==> src/hw/rtl/hec_pkg.sv <==
package hec_pkg;

    localparam int NUM_BINS_DEF    = 100;
    localparam int HALF_WINDOW_DEF = 10;
    localparam int NUM_REGIONS_DEF = 4;

    localparam int ROW_W   = 6;
    localparam int SEC_W   = 5;
    localparam int TB_W    = 10;
    localparam int WL_W    = 10;
    localparam int REG_W   = 2;
    localparam int EDGE_W  = 18;
    localparam int FRAC_W  = 8;
    localparam int COUNT_W = 15;
    localparam int DIFF_W  = 16;

    localparam logic [COUNT_W-1:0] COUNT_MAX = '1;

    localparam logic [WL_W-1:0]  WINDOW_LOW_RST = 10'd310;
    localparam logic [ROW_W-1:0] INNER_ROW_RST  = 6'd13;
    localparam logic [SEC_W-1:0] SIDE_SEC_RST   = 5'd12;

    localparam int CFG_IDX_W  = 2;
    localparam int CFG_DATA_W = 10;

    typedef enum logic [CFG_IDX_W-1:0] {
        CFG_WINDOW_LOW  = 2'd0,
        CFG_INNER_ROW   = 2'd1,
        CFG_SIDE_SECTOR = 2'd2
    } t_cfg_idx;

    // divider widths cover the full parameter range
    localparam int DIV_NUM_W = 44;
    localparam int DIV_DEN_W = 23;

    typedef struct packed {
        logic                        start;
        logic signed [DIV_NUM_W-1:0] num;
        logic signed [DIV_DEN_W-1:0] den;
    } t_div_req;

    typedef struct packed {
        logic                     done;
        logic signed [EDGE_W-1:0] quot;
    } t_div_rsp;

endpackage

==> src/hw/rtl/hec_div.sv <==
module hec_div (
    input  logic              i_clk,
    input  logic              i_rst_n,
    input  hec_pkg::t_div_req i_req,
    output hec_pkg::t_div_rsp o_rsp
);
    localparam int QB   = hec_pkg::EDGE_W;
    localparam int DV_A = hec_pkg::DIV_NUM_W + 2;
    localparam int DV_B = hec_pkg::DIV_DEN_W + 1 + QB;
    localparam int DV_W = (DV_A > DV_B) ? DV_A : DV_B;
    localparam int CNT_W = $clog2(QB);

    localparam logic [QB-1:0] POS_LIM = {1'b0, {(QB-1){1'b1}}};
    localparam logic [QB-1:0] NEG_LIM = {1'b1, {(QB-1){1'b0}}};

    logic [hec_pkg::DIV_NUM_W-1:0] an;
    logic [hec_pkg::DIV_DEN_W-1:0] ad;
    logic [DV_W-1:0]  r_rem, r_div, r_dsh;
    logic [QB-1:0]    r_q;
    logic [CNT_W-1:0] r_cnt;
    logic             r_neg, r_ovf, r_pre, r_busy, r_fin, r_done;
    logic [QB-1:0]    r_quot;
    logic [QB-1:0]    n_quot;
    logic             ge;

    assign an = i_req.num[hec_pkg::DIV_NUM_W-1] ? hec_pkg::DIV_NUM_W'(-i_req.num)
                                                 : i_req.num;
    assign ad = i_req.den[hec_pkg::DIV_DEN_W-1] ? hec_pkg::DIV_DEN_W'(-i_req.den)
                                                 : i_req.den;
    assign ge = (r_rem >= r_dsh);

    always_comb begin
        if (r_neg) begin
            n_quot = (r_ovf || r_q > NEG_LIM) ? NEG_LIM : QB'(-r_q);
        end else begin
            n_quot = (r_ovf || r_q > POS_LIM) ? POS_LIM : r_q;
        end
    end

    always_ff @(posedge i_clk) begin
        if (!i_rst_n) begin
            r_pre  <= 1'b0;
            r_busy <= 1'b0;
            r_fin  <= 1'b0;
            r_done <= 1'b0;
        end else begin
            r_done <= 1'b0;
            r_fin  <= 1'b0;
            if (i_req.start) begin
                // rounded quotient (2|n| + |d|) / (2|d|)
                r_rem <= (DV_W'(an) << 1) + DV_W'(ad);
                r_div <= DV_W'(ad) << 1;
                r_neg <= i_req.num[hec_pkg::DIV_NUM_W-1] ^ i_req.den[hec_pkg::DIV_DEN_W-1];
                r_pre <= 1'b1;
            end else if (r_pre) begin
                r_ovf  <= r_rem >= (r_div << QB);
                r_dsh  <= r_div << (QB - 1);
                r_cnt  <= CNT_W'(QB - 1);
                r_q    <= '0;
                r_pre  <= 1'b0;
                r_busy <= 1'b1;
            end else if (r_busy) begin
                if (ge) begin
                    r_rem <= r_rem - r_dsh;
                end
                r_q   <= {r_q[QB-2:0], ge};
                r_dsh <= r_dsh >> 1;
                r_cnt <= r_cnt - 1'b1;
                if (r_cnt == '0) begin
                    r_busy <= 1'b0;
                    r_fin  <= 1'b1;
                end
            end else if (r_fin) begin
                r_quot <= n_quot;
                r_done <= 1'b1;
            end
        end
    end

    assign o_rsp.done = r_done;
    assign o_rsp.quot = r_quot;
endmodule

==> config.mk <==
export PLATFORM = sky130hd
export DESIGN_NAME = hec_div
export DESIGN_NICKNAME = d
export VERILOG_FILES = /design/src/hw/rtl/hec_pkg.sv /design/src/hw/rtl/hec_div.sv
export SDC_FILE = /design/constraint.sdc
export NUM_CORES = 1
export LEC_CHECK = 0
export BUFFER_PORTS_ARGS = -buffer_cell sky130_fd_sc_hd__buf_2
export CAP_MARGIN = 20
export CORE_MARGIN = 10
export CORE_UTILIZATION = 50
export CTS_CLUSTER_SIZE = 30
export DETAILED_ROUTE_END_ITERATION = 6
export PLACE_DENSITY = 0.71
export SETUP_SLACK_MARGIN = 0.1
export SYNTH_ARGS = -nofsm -noshare
export SYNTH_HDL_FRONTEND = slang
export SYNTH_SLANG_ARGS = --single-unit
export TNS_END_PERCENT = 100
==> constraint.sdc <==
create_clock -name i_clk -period 5.34 [get_ports i_clk]
set_clock_uncertainty 0.05 [all_clocks]
set_input_delay 1.335 -clock i_clk [delete_from_list [all_inputs] [get_ports i_clk]]
set_output_delay 1.335 -clock i_clk [all_outputs]
set_load 0.1 [all_outputs]
==> impl_metrics.tcl, run 1 <==
set metrics [dict create \
    end_kind "flip-flop" \
    power_density_nw_per_um2 273 \
    h-tree-depth 4 \
    p_leak_nw 6.18 \
    critPathMaxFanout 5 \
    grt_overflow 0 \
    portBuffers 88 \
    drt-wirelength-per-cell_um 18.0 \
    mostFrequentLayoutCell "edfxtp_1" \
    ys_ff_latch 157 \
    clockRootBuffer "clkbuf_16" \
    finalNetCount 1718 \
    final-hold-violation-count 0 \
    finalCritPeriodShare_pct 93.3 \
    die_x_um 181 \
    ys.flop_type "edfxtp_1" \
    synth_top_area_share_pct 35.6 \
    report.final.slew_viol_count 0 \
    drt-total-wl_um 34400 \
    period_needed_ns 4.98 \
    cap_violations 0 \
    syn_inst 1418 \
    final_cell_mix "edfxtp_1 (153), inv_1 (120), nor2_1 (103), a21oi_1 (103), nand2_1 (102)" \
    async_flop_share_pct 0 \
    tritoncts "built" \
    yosysTopAreaCell "edfxtp_1" \
    drive_gt1_share_pct 16.0 \
    criticalPathCategory "input port to flip-flop" \
    yosys-top-cells-area "edfxtp_1 (36%), ha_1 (8.0%), xnor2_1 (6.2%)" \
    dr.first_iter.drc_count 1076 \
    cp_top_family "simple AND/OR/NAND/NOR gates" \
    cts_setup_buffers 0 \
    grt_use_total_pct 20.5 \
    synthesis.nets 1573 \
    cts_sinks 157 \
    gp_congestion 0.930 \
    min_path_type "flip-flop to flip-flop" \
    slew_headroom_pct 36.9 \
    drtPass1Iterations 6 \
    synth.cell_area_um2 12900 \
    routed_via_density 5.88 \
    fmax_ghz 0.201 \
    layout_setup_ws_ns 0.360 \
    grt_pass1_wl_um 55500 \
    num_rows 58 \
    crit_chain "buf_2 -> or4_4 -> nor4_4 -> nand4_2 -> o31ai_1 -> xor2_1 -> or4_1 -> or4_1 -> or3_1 -> a211oi_1 -> xor2_1 -> mux2i_1" \
    via_count 11200 \
    crit_required_ns 5.44 \
    syn2layout_area_growth_pct 15.3 \
    clockBufferDepth 2 \
    rsz0062_at_grt "no" \
    cpMaxStageDelayCell "or4_1" \
    tightestPinTransition_ns 0.947 \
    setup_viol 0 \
    peakVddDrop_uv 212 \
    path_buf_inv 1 \
    avgSynthCellArea_um2 9.10 \
    yosysSeqAreaShare_pct 36.2 \
    die_area_um2 32600 \
    slowest_delay_ns 0.59 \
    stdcell_count 1905 \
    post-dp-hpwl_um 26900 \
    drc 0 \
    yosys_warnings 0 \
    initial_utilization_pct 51.1 \
    die_h_um 181 \
    pre_cts_slack_ns -0.235 \
    grt_max_degree 82 \
    grt_pass1_vias 10700 \
    coreArea_um2 25300 \
    startpoint_type "input port" \
    ant_nets 0 \
    cts_buffers 17 \
    ios 89 \
    num_antenna_cells 0 \
    antenna_found_initial 0 \
    worstPathArrival_ns 5.08 \
    dp.cells 1874 \
    clkLatencyLatePin_ns 0.44 \
    cts.clk_slew.worst_paths_ns 0.06 \
    synth_edf_count 153 \
    yosysUniqueCellTypes 92 \
    status "finished, final reports clean" \
]
## where the power goes
| group | internal, mW | switching [mW] | leakage (nW) | total, mW |
|---|---|---|---|---|
| clock network | 0.754 | 0.550 | 0.303 | 1.30 |
| logic | 0.517 | 0.721 | 4.43 | 1.24 |
| registers | 1.46 | 0.0593 | 1.45 | 1.52 |
## cell families (layout without fill, tap and decap cells)
family	count (synthesis)	after routing	share of synthesized area, %
flops	157	157	36.2
fa+ha+maj	86	86	8.44
compound gates	394	394	20.1
xor+xnor	158	158	11.0
buf+inv	168	325	4.97
mux	15	15	1.17
simple gates	440	440	18.1
## state kept, by name, summed over array words and instances (netlist names)
name	cells
r_dsh	41
r_cnt	5
r_neg	1
r_pre	1
r_ovf	1
r_busy	1
r_div	23
r_fin	1
r_q	18
r_quot	18
r_rem	46
r_done	1
## cell usage after synthesis, drive strengths merged (18+ instances only)
master,count
xnor2,94
nand2,102
inv,123
a21oi,104
nand2b,18
nor3,25
xor2,64
edfxtp,153
or3,29
a21o,50
nand4,22
nor2,104
nor2b,34
o31ai,22
ha,83
o21ai,102
nand3,25
clkbuf,36
## path summary, 6_finish.rpt
kind	from	to	slack, ns	depth (start not counted)
max	i_req[28]	r_rem[43]	0.36	12
min	r_fin	r_done	0.39	2
max reg2reg	r_rem[0]	r_rem[0]	0.83	16
min reg2reg	r_fin	r_done	0.39	2
## layer usage
layer / global-route usage [%] / wire (um) / vias up
met2: 31.7 / 15300 / 352
met5: 0 / 0 / -
met1: 28.7 / 16400 / 5305
li1: - / - / 5500
met3: 3.37 / 2080 / 35
met4: 5.77 / 631 / 0
## per-stage QoR
| step | hold slack, ns | power [mW] | util (%) | instance area [um2] | TNS [ns] |
|---|---|---|---|---|---|
| 2_1_floorplan | 0.369 | 2.34 | - | 12900 | 0 |
| 3_3_place_gp | 0.387 | 2.73 | 56.4 | 14200 | -0.203 |
| 3_5_place_dp | 0.387 | 2.75 | 56.4 | 14200 | -1.10 |
| 4_1_cts | 0.396 | 4.05 | 58.9 | 14900 | 0 |
| 5_1_grt | 0.427 | 4.25 | 58.9 | 14900 | 0 |
| 6_report | 0.394 | 4.06 | 58.9 | 14900 | 0 |
## tightest hold or removal path, cell delays in order, from the launching register on
cell     delay [ns]
dfxtp_1        0.30
nand2_1        0.06
nor2_1         0.04
## cell type report
cell class | count | area [um2]
inverter | 123 | 462
clock buffer | 17 | 425
clock inverter | 14 | 195
sequential | 157 | 4680
fill | 2246 | 10400
timing repair buffer | 171 | 1090
multi-input combinational | 1093 | 7610
tap | 330 | 413
## timing repair
action,CTS,global route
resized for setup,0,1
setup endpoints to repair,0,10
hold endpoints to repair,0,0
hold buffers,0,0
Power figures use the tool's default switching activity.
==> run 2: changes to the inputs <==
Clock period 5.34 ns to 4.5 ns, I/O delays scaled along.
==> run 2 against run 1 <==
The flow now finishes with violations (setup timing); clock-buffer cell count up 1; combinational power increased by 52%; via count increased by 9.2%; sequential cell count did not move; final cell count rose by 9.9%; core utilization is 8.9 points higher; critical endpoint unchanged.
==> impl_metrics.tcl, run 2 (synthesis gave the netlist of run 1 again) <==
set metrics [dict create \
    place_area_um2 15400 \
    mostFrequentLayoutCell "buf_4" \
    finalCritPeriodShare_pct 102 \
    rr_startpoint "r_rem[0]" \
    post-dp-hpwl_um 28300 \
    dr.first_iter.drc_count 1116 \
    report.final.slew_viol_count 0 \
    clkLatencyLatePin_ns 0.44 \
    drtPass1Iterations 6 \
    grt_util_met2_pct 34.7 \
    setup_viol 3 \
    whs_endpoint "r_done" \
    clockBufferDepth 2 \
    cts.clk_slew.worst_paths_ns 0.07 \
    grt_use_total_pct 21.6 \
    gp_congestion 0.982 \
    drc 0 \
    fmax_ghz 0.218 \
    tritoncts "built" \
    whs_path_depth 2 \
    cts_buffers 17 \
    grt_max_degree 65 \
    antenna_found_initial 1 \
    grtUsageMet1_pct 28.9 \
    clockRootBuffer "clkbuf_16" \
    drive_gt1_share_pct 31.3 \
    grtUsageMet3_pct 3.73 \
    grt_pass1_wl_um 59000 \
    coreArea_um2 25300 \
    min_path_type "flip-flop to flip-flop" \
    die_h_um 181 \
    busiest_layer "met2" \
    period_needed_ns 4.58 \
    final-hold-violation-count 0 \
    die_x_um 181 \
    p_leak_nw 7.33 \
    final.fill_count 1974 \
    portBuffers 88 \
    startpoint_type "input port" \
    status "finished, violations left" \
    largest_reg_flops 46 \
    ant_nets 0 \
    h-tree-depth 4 \
    tightestPinTransition_ns 0.925 \
    die_area_um2 32600 \
    slew_headroom_pct 37.9 \
    final_area_um2 17100 \
    cap_violations 0 \
    violations "setup timing" \
    grt_overflow 0 \
    reg2reg_slack_ns 0.32 \
    syn2layout_area_growth_pct 32.7 \
    worstHoldStart "r_fin" \
    initial_utilization_pct 51.1 \
    final_cell_mix "buf_4 (253), edfxtp_1 (153), inv_1 (116)" \
    layout_setup_ws_ns -0.0804 \
    top_regs "r_rem: 46 flops, r_dsh: 41 flops, r_div: 23 flops" \
    finalNetCount 1906 \
    critPathMaxFanout 7 \
    drt-total-wl_um 38300 \
    drt-wirelength-per-cell_um 18.3 \
    reg2reg_depth 16 \
    worstPathArrival_ns 4.69 \
    peakVddDrop_uv 263 \
    power_density_nw_per_um2 297 \
    max_flop_register "r_rem" \
    crit_required_ns 4.61 \
    ios 89 \
    via_count 12200 \
    routed_via_density 5.84 \
    end_kind "flip-flop" \
    criticalPathCategory "input port to flip-flop" \
    cts_hold_buf 0 \
    cts_sinks 157 \
    grt_pass1_vias 11600 \
    num_rows 58 \
    reg2reg_to "r_rem[20]" \
    pre_cts_slack_ns -0.587 \
    num_antenna_cells 0 \
    rsz0062_at_grt "yes" \
]
==> run 2: critical path: stages <==
cell and delay (ns):
buf_6 0.09, or4_4 0.55, nor4b_4 0.26, buf_4 0.18
nand4_4 0.18, o31a_4 0.34, xnor2_2 0.14, or4_4 0.48
or4_4 0.56, or3_4 0.35, a211oi_2 0.18, xor2_1 0.17
mux2i_1 0.08
==> run 2: final cells by class <==
type	count	area (um2)	share of cell area, %
well taps	330	413	2.41
repair buffers	358	2610	15.3
flip-flops and latches	157	4680	27.3
clock inverters	14	145	0.848
clock buffers	18	429	2.51
inverters	123	462	2.70
multi-input cells	1094	8380	49.0
==> run 2: where the power goes <==
group	switching (mW)	internal [mW]
clock network	0.662	0.741
registers	0.0703	1.73
logic	0.997	0.884
==> run 2: how the worst max path moves through the flow <==
| stage | start | endpoint | slack [ns] | cells past startpoint |
|---|---|---|---|---|
| 6_report | i_req[44] | r_rem[43] | -0.08 | 13 |
| 5_1_grt | i_req[44] | r_rem[43] | -0.20 | 13 |
| 3_3_place_gp | i_req[32] | r_rem[43] | -0.54 | 12 |
| 2_1_floorplan | i_req[44] | r_rem[43] | -0.45 | 12 |
| 3_5_place_dp | i_req[44] | r_rem[43] | -0.59 | 12 |
| 4_1_cts | i_req[44] | r_rem[43] | -0.02 | 13 |
==> run 2: repair_timing <==
action                     CTS  global route
pin swaps                   31            62
gates resized for setup     36           122
setup endpoints to repair   18            72
gates cloned                 2             1
setup buffers               31            15
==> run 2: through the flow <==
step           instances  TNS [ns]  total power [mW]  util (%)  hold WS, ns
2_1_floorplan       1418     -1.59              2.79         -        0.369
3_3_place_gp        2013     -7.52              3.39      60.9        0.379
3_5_place_dp        2013     -9.60              3.43      60.9        0.378
4_1_cts             2078   -0.0242              4.92      64.9        0.388
5_1_grt             2094    -0.808              5.32      67.8        0.411
6_report            2094    -0.164              5.08      67.8        0.386
==> run 2: per-layer routing <==
layer  vias up  part of all wire [%]
met2       485                    47
met4         0                   2.3
met5         -                     0
met3        65                   7.2
li1       5859                     -
met1      5811                    43
==> run 3: changes to the inputs <==
Settings changed: CORE_ASPECT_RATIO set to 1.5, CTS_BUF_LIST set to sky130_fd_sc_hd__clkbuf_8.
==> run 3 against run 2 <==
The flow still finishes with violations (setup timing); sequential cell count unchanged; total power is 9.5% lower; worst hold slack gained 0.027 ns; critical endpoint unchanged; via count down 3.4%; sequential share of layout area grew 0.84 points; non-clock buffer count down 14; largest cell class unchanged; worst setup slack gained 0.052 ns; clock power is 24% lower; critical path type unchanged; fmax increased by 1.1%; die area is 0.41% higher; clock-buffer cell count is 1 lower.
==> impl_metrics.tcl, run 3 (synthesis gave the netlist of run 1 again) <==
set metrics [dict create \
    grt_overflow 0 \
    die_x_um 151 \
    dr_wl_met3_um 1580 \
    largest_reg_flops 46 \
    drtPass1Iterations 7 \
    cts.clk_slew.worst_paths_ns 0.10 \
    min_path_type "flip-flop to flip-flop" \
    tritoncts "built" \
    crit_chain "buf_2 -> or4_4 -> nor4_4 -> buf_4 -> nand4_2 -> buf_6 -> o31ai_4 -> xor2_2 -> or4_4 -> or4_4 -> or3_4 -> a211oi_4 -> xor2_1 -> mux2i_1" \
    final_area_um2 16600 \
    drt-wirelength-per-cell_um 17.5 \
    ant_nets 0 \
    routed_via_density 5.67 \
    dr.first_iter.drc_count 606 \
    wl_met2_um 19200 \
    mostFrequentLayoutCell "buf_4" \
    rsz0062_at_grt "yes" \
    drt-total-wl_um 36500 \
    dp.cells 2011 \
    antenna_found_initial 0 \
    path_common_cell "or4_4" \
    power_mw 4.60 \
    top_regs "r_rem: 46 flops, r_dsh: 41 flops, r_div: 23 flops" \
    slew_headroom_pct 37.2 \
    die_area_um2 32800 \
    cts_buffers 17 \
    report.final.slew_viol_count 0 \
    via_count 11800 \
    cts_sinks 157 \
    fmax_ghz 0.221 \
    period_needed_ns 4.53 \
    gp_congestion 0.930 \
    ios 89 \
    die_h_um 217 \
    cap_violations 0 \
    p_leak_nw 7.09 \
    grt_pass1_wl_um 58200 \
    cpMaxStageDelayCell "or4_4" \
    startpoint_type "input port" \
    end_kind "flip-flop" \
    grt_pass1_vias 11900 \
    cts_hold_buf 0 \
    multiInputGateArea_um2 8170 \
    max_flop_register "r_rem" \
    initial_utilization_pct 50.4 \
    grt_use_total_pct 21.8 \
    portBuffers 88 \
    seq_area_um2 4680 \
    final-hold-violation-count 0 \
    grt_max_degree 54 \
    final.fill_count 2114 \
    criticalPathCategory "input port to flip-flop" \
    stdcell_count 2083 \
    status "finished, violations left" \
    routed.top_layer "met4" \
    power_density_nw_per_um2 277 \
    finalNetCount 1891 \
    worstPathArrival_ns 4.70 \
    tightestPinTransition_ns 0.935 \
    clockRootBuffer "clkbuf_8" \
    place_area_um2 15300 \
    path_buf_inv 3 \
    critPathMaxFanout 6 \
    violations "setup timing" \
    drive_gt1_share_pct 29.0 \
    post-dp-hpwl_um 28200 \
    met1_length_um 13900 \
    peakVddDrop_uv 182 \
    clkLatencyLatePin_ns 0.49 \
    slowest_delay_ns 0.56 \
    layout_setup_ws_ns -0.0284 \
    coreArea_um2 25600 \
    cp_top_family "simple AND/OR/NAND/NOR gates" \
    crit_required_ns 4.68 \
    final_cell_mix "buf_4 (242), edfxtp_1 (153), inv_1 (116)" \
    finalCritPeriodShare_pct 101 \
    num_rows 72 \
    fin_util_pct 64.9 \
    drc 0 \
    setup_viol 1 \
    h-tree-depth 4 \
    syn2layout_area_growth_pct 28.7 \
    clockBufferDepth 2 \
    finalSetupTns_ns -0.0284 \
]
run 3: cell count changes in the layout (fill, tap and decap cells not counted), sizes merged:
cell      before  now
clkinvlp       2    1
clkinv         3    6
clkbuf        18   17
inv          132  131
diode          0    1
o2111ai        3    2
buf          358  344
run 3: final timing paths:
check,from,endpoint,slack (ns),cells past startpoint
worst min-delay path,r_fin,r_done,0.41,2
worst max-delay path,i_req[32],r_rem[43],-0.03,14
worst min register to register,r_fin,r_done,0.41,2
worst max register to register,r_rem[0],r_rem[2],0.33,15
run 3: final cells by class:
cell class | count | share of cell area [%]
antenna | 1 | 0.0151
timing repair buffer | 344 | 14.9
multi-input combinational | 1093 | 49.2
clock inverter | 15 | 0.994
inverter | 123 | 2.81
sequential | 157 | 28.1
clock buffer | 17 | 1.41
tap | 333 | 2.51
run 3: tightest hold or removal path: stages, from the launching register on:
cell and delay (ns):
dfxtp_1 0.31, nand2_1 0.07, nor2_1 0.04
run 3: report_power, final:
| part | total [mW] | internal [mW] | switching, mW |
|---|---|---|---|
| combinational | 1.73 | 0.822 | 0.911 |
| sequential | 1.80 | 1.73 | 0.0715 |
| clock | 1.07 | 0.420 | 0.648 |
run 3: per-layer routing:
metal  global-route usage (%)  up-vias
met5                        0        -
met4                     10.5        0
met3                     3.34      104
met2                     39.8      311
met1                     23.8     5575
li1                         -     5811
run 3: through the flow:
| step | hold WS (ns) | worst slack [ns] |
|---|---|---|
| after global routing | 0.444 | -0.128 |
| after global placement | 0.386 | -0.507 |
| after detailed placement | 0.394 | -0.608 |
| final | 0.413 | -0.0284 |
| after floorplan | 0.369 | -0.451 |
| after CTS | 0.406 | 0.00434 |
run 3: repair_timing:
action	4_1_cts	5_1_grt
gates cloned	1	0
setup endpoints to repair	14	23
pin swaps	25	52
buffers inserted	17	21
resized for setup	34	82
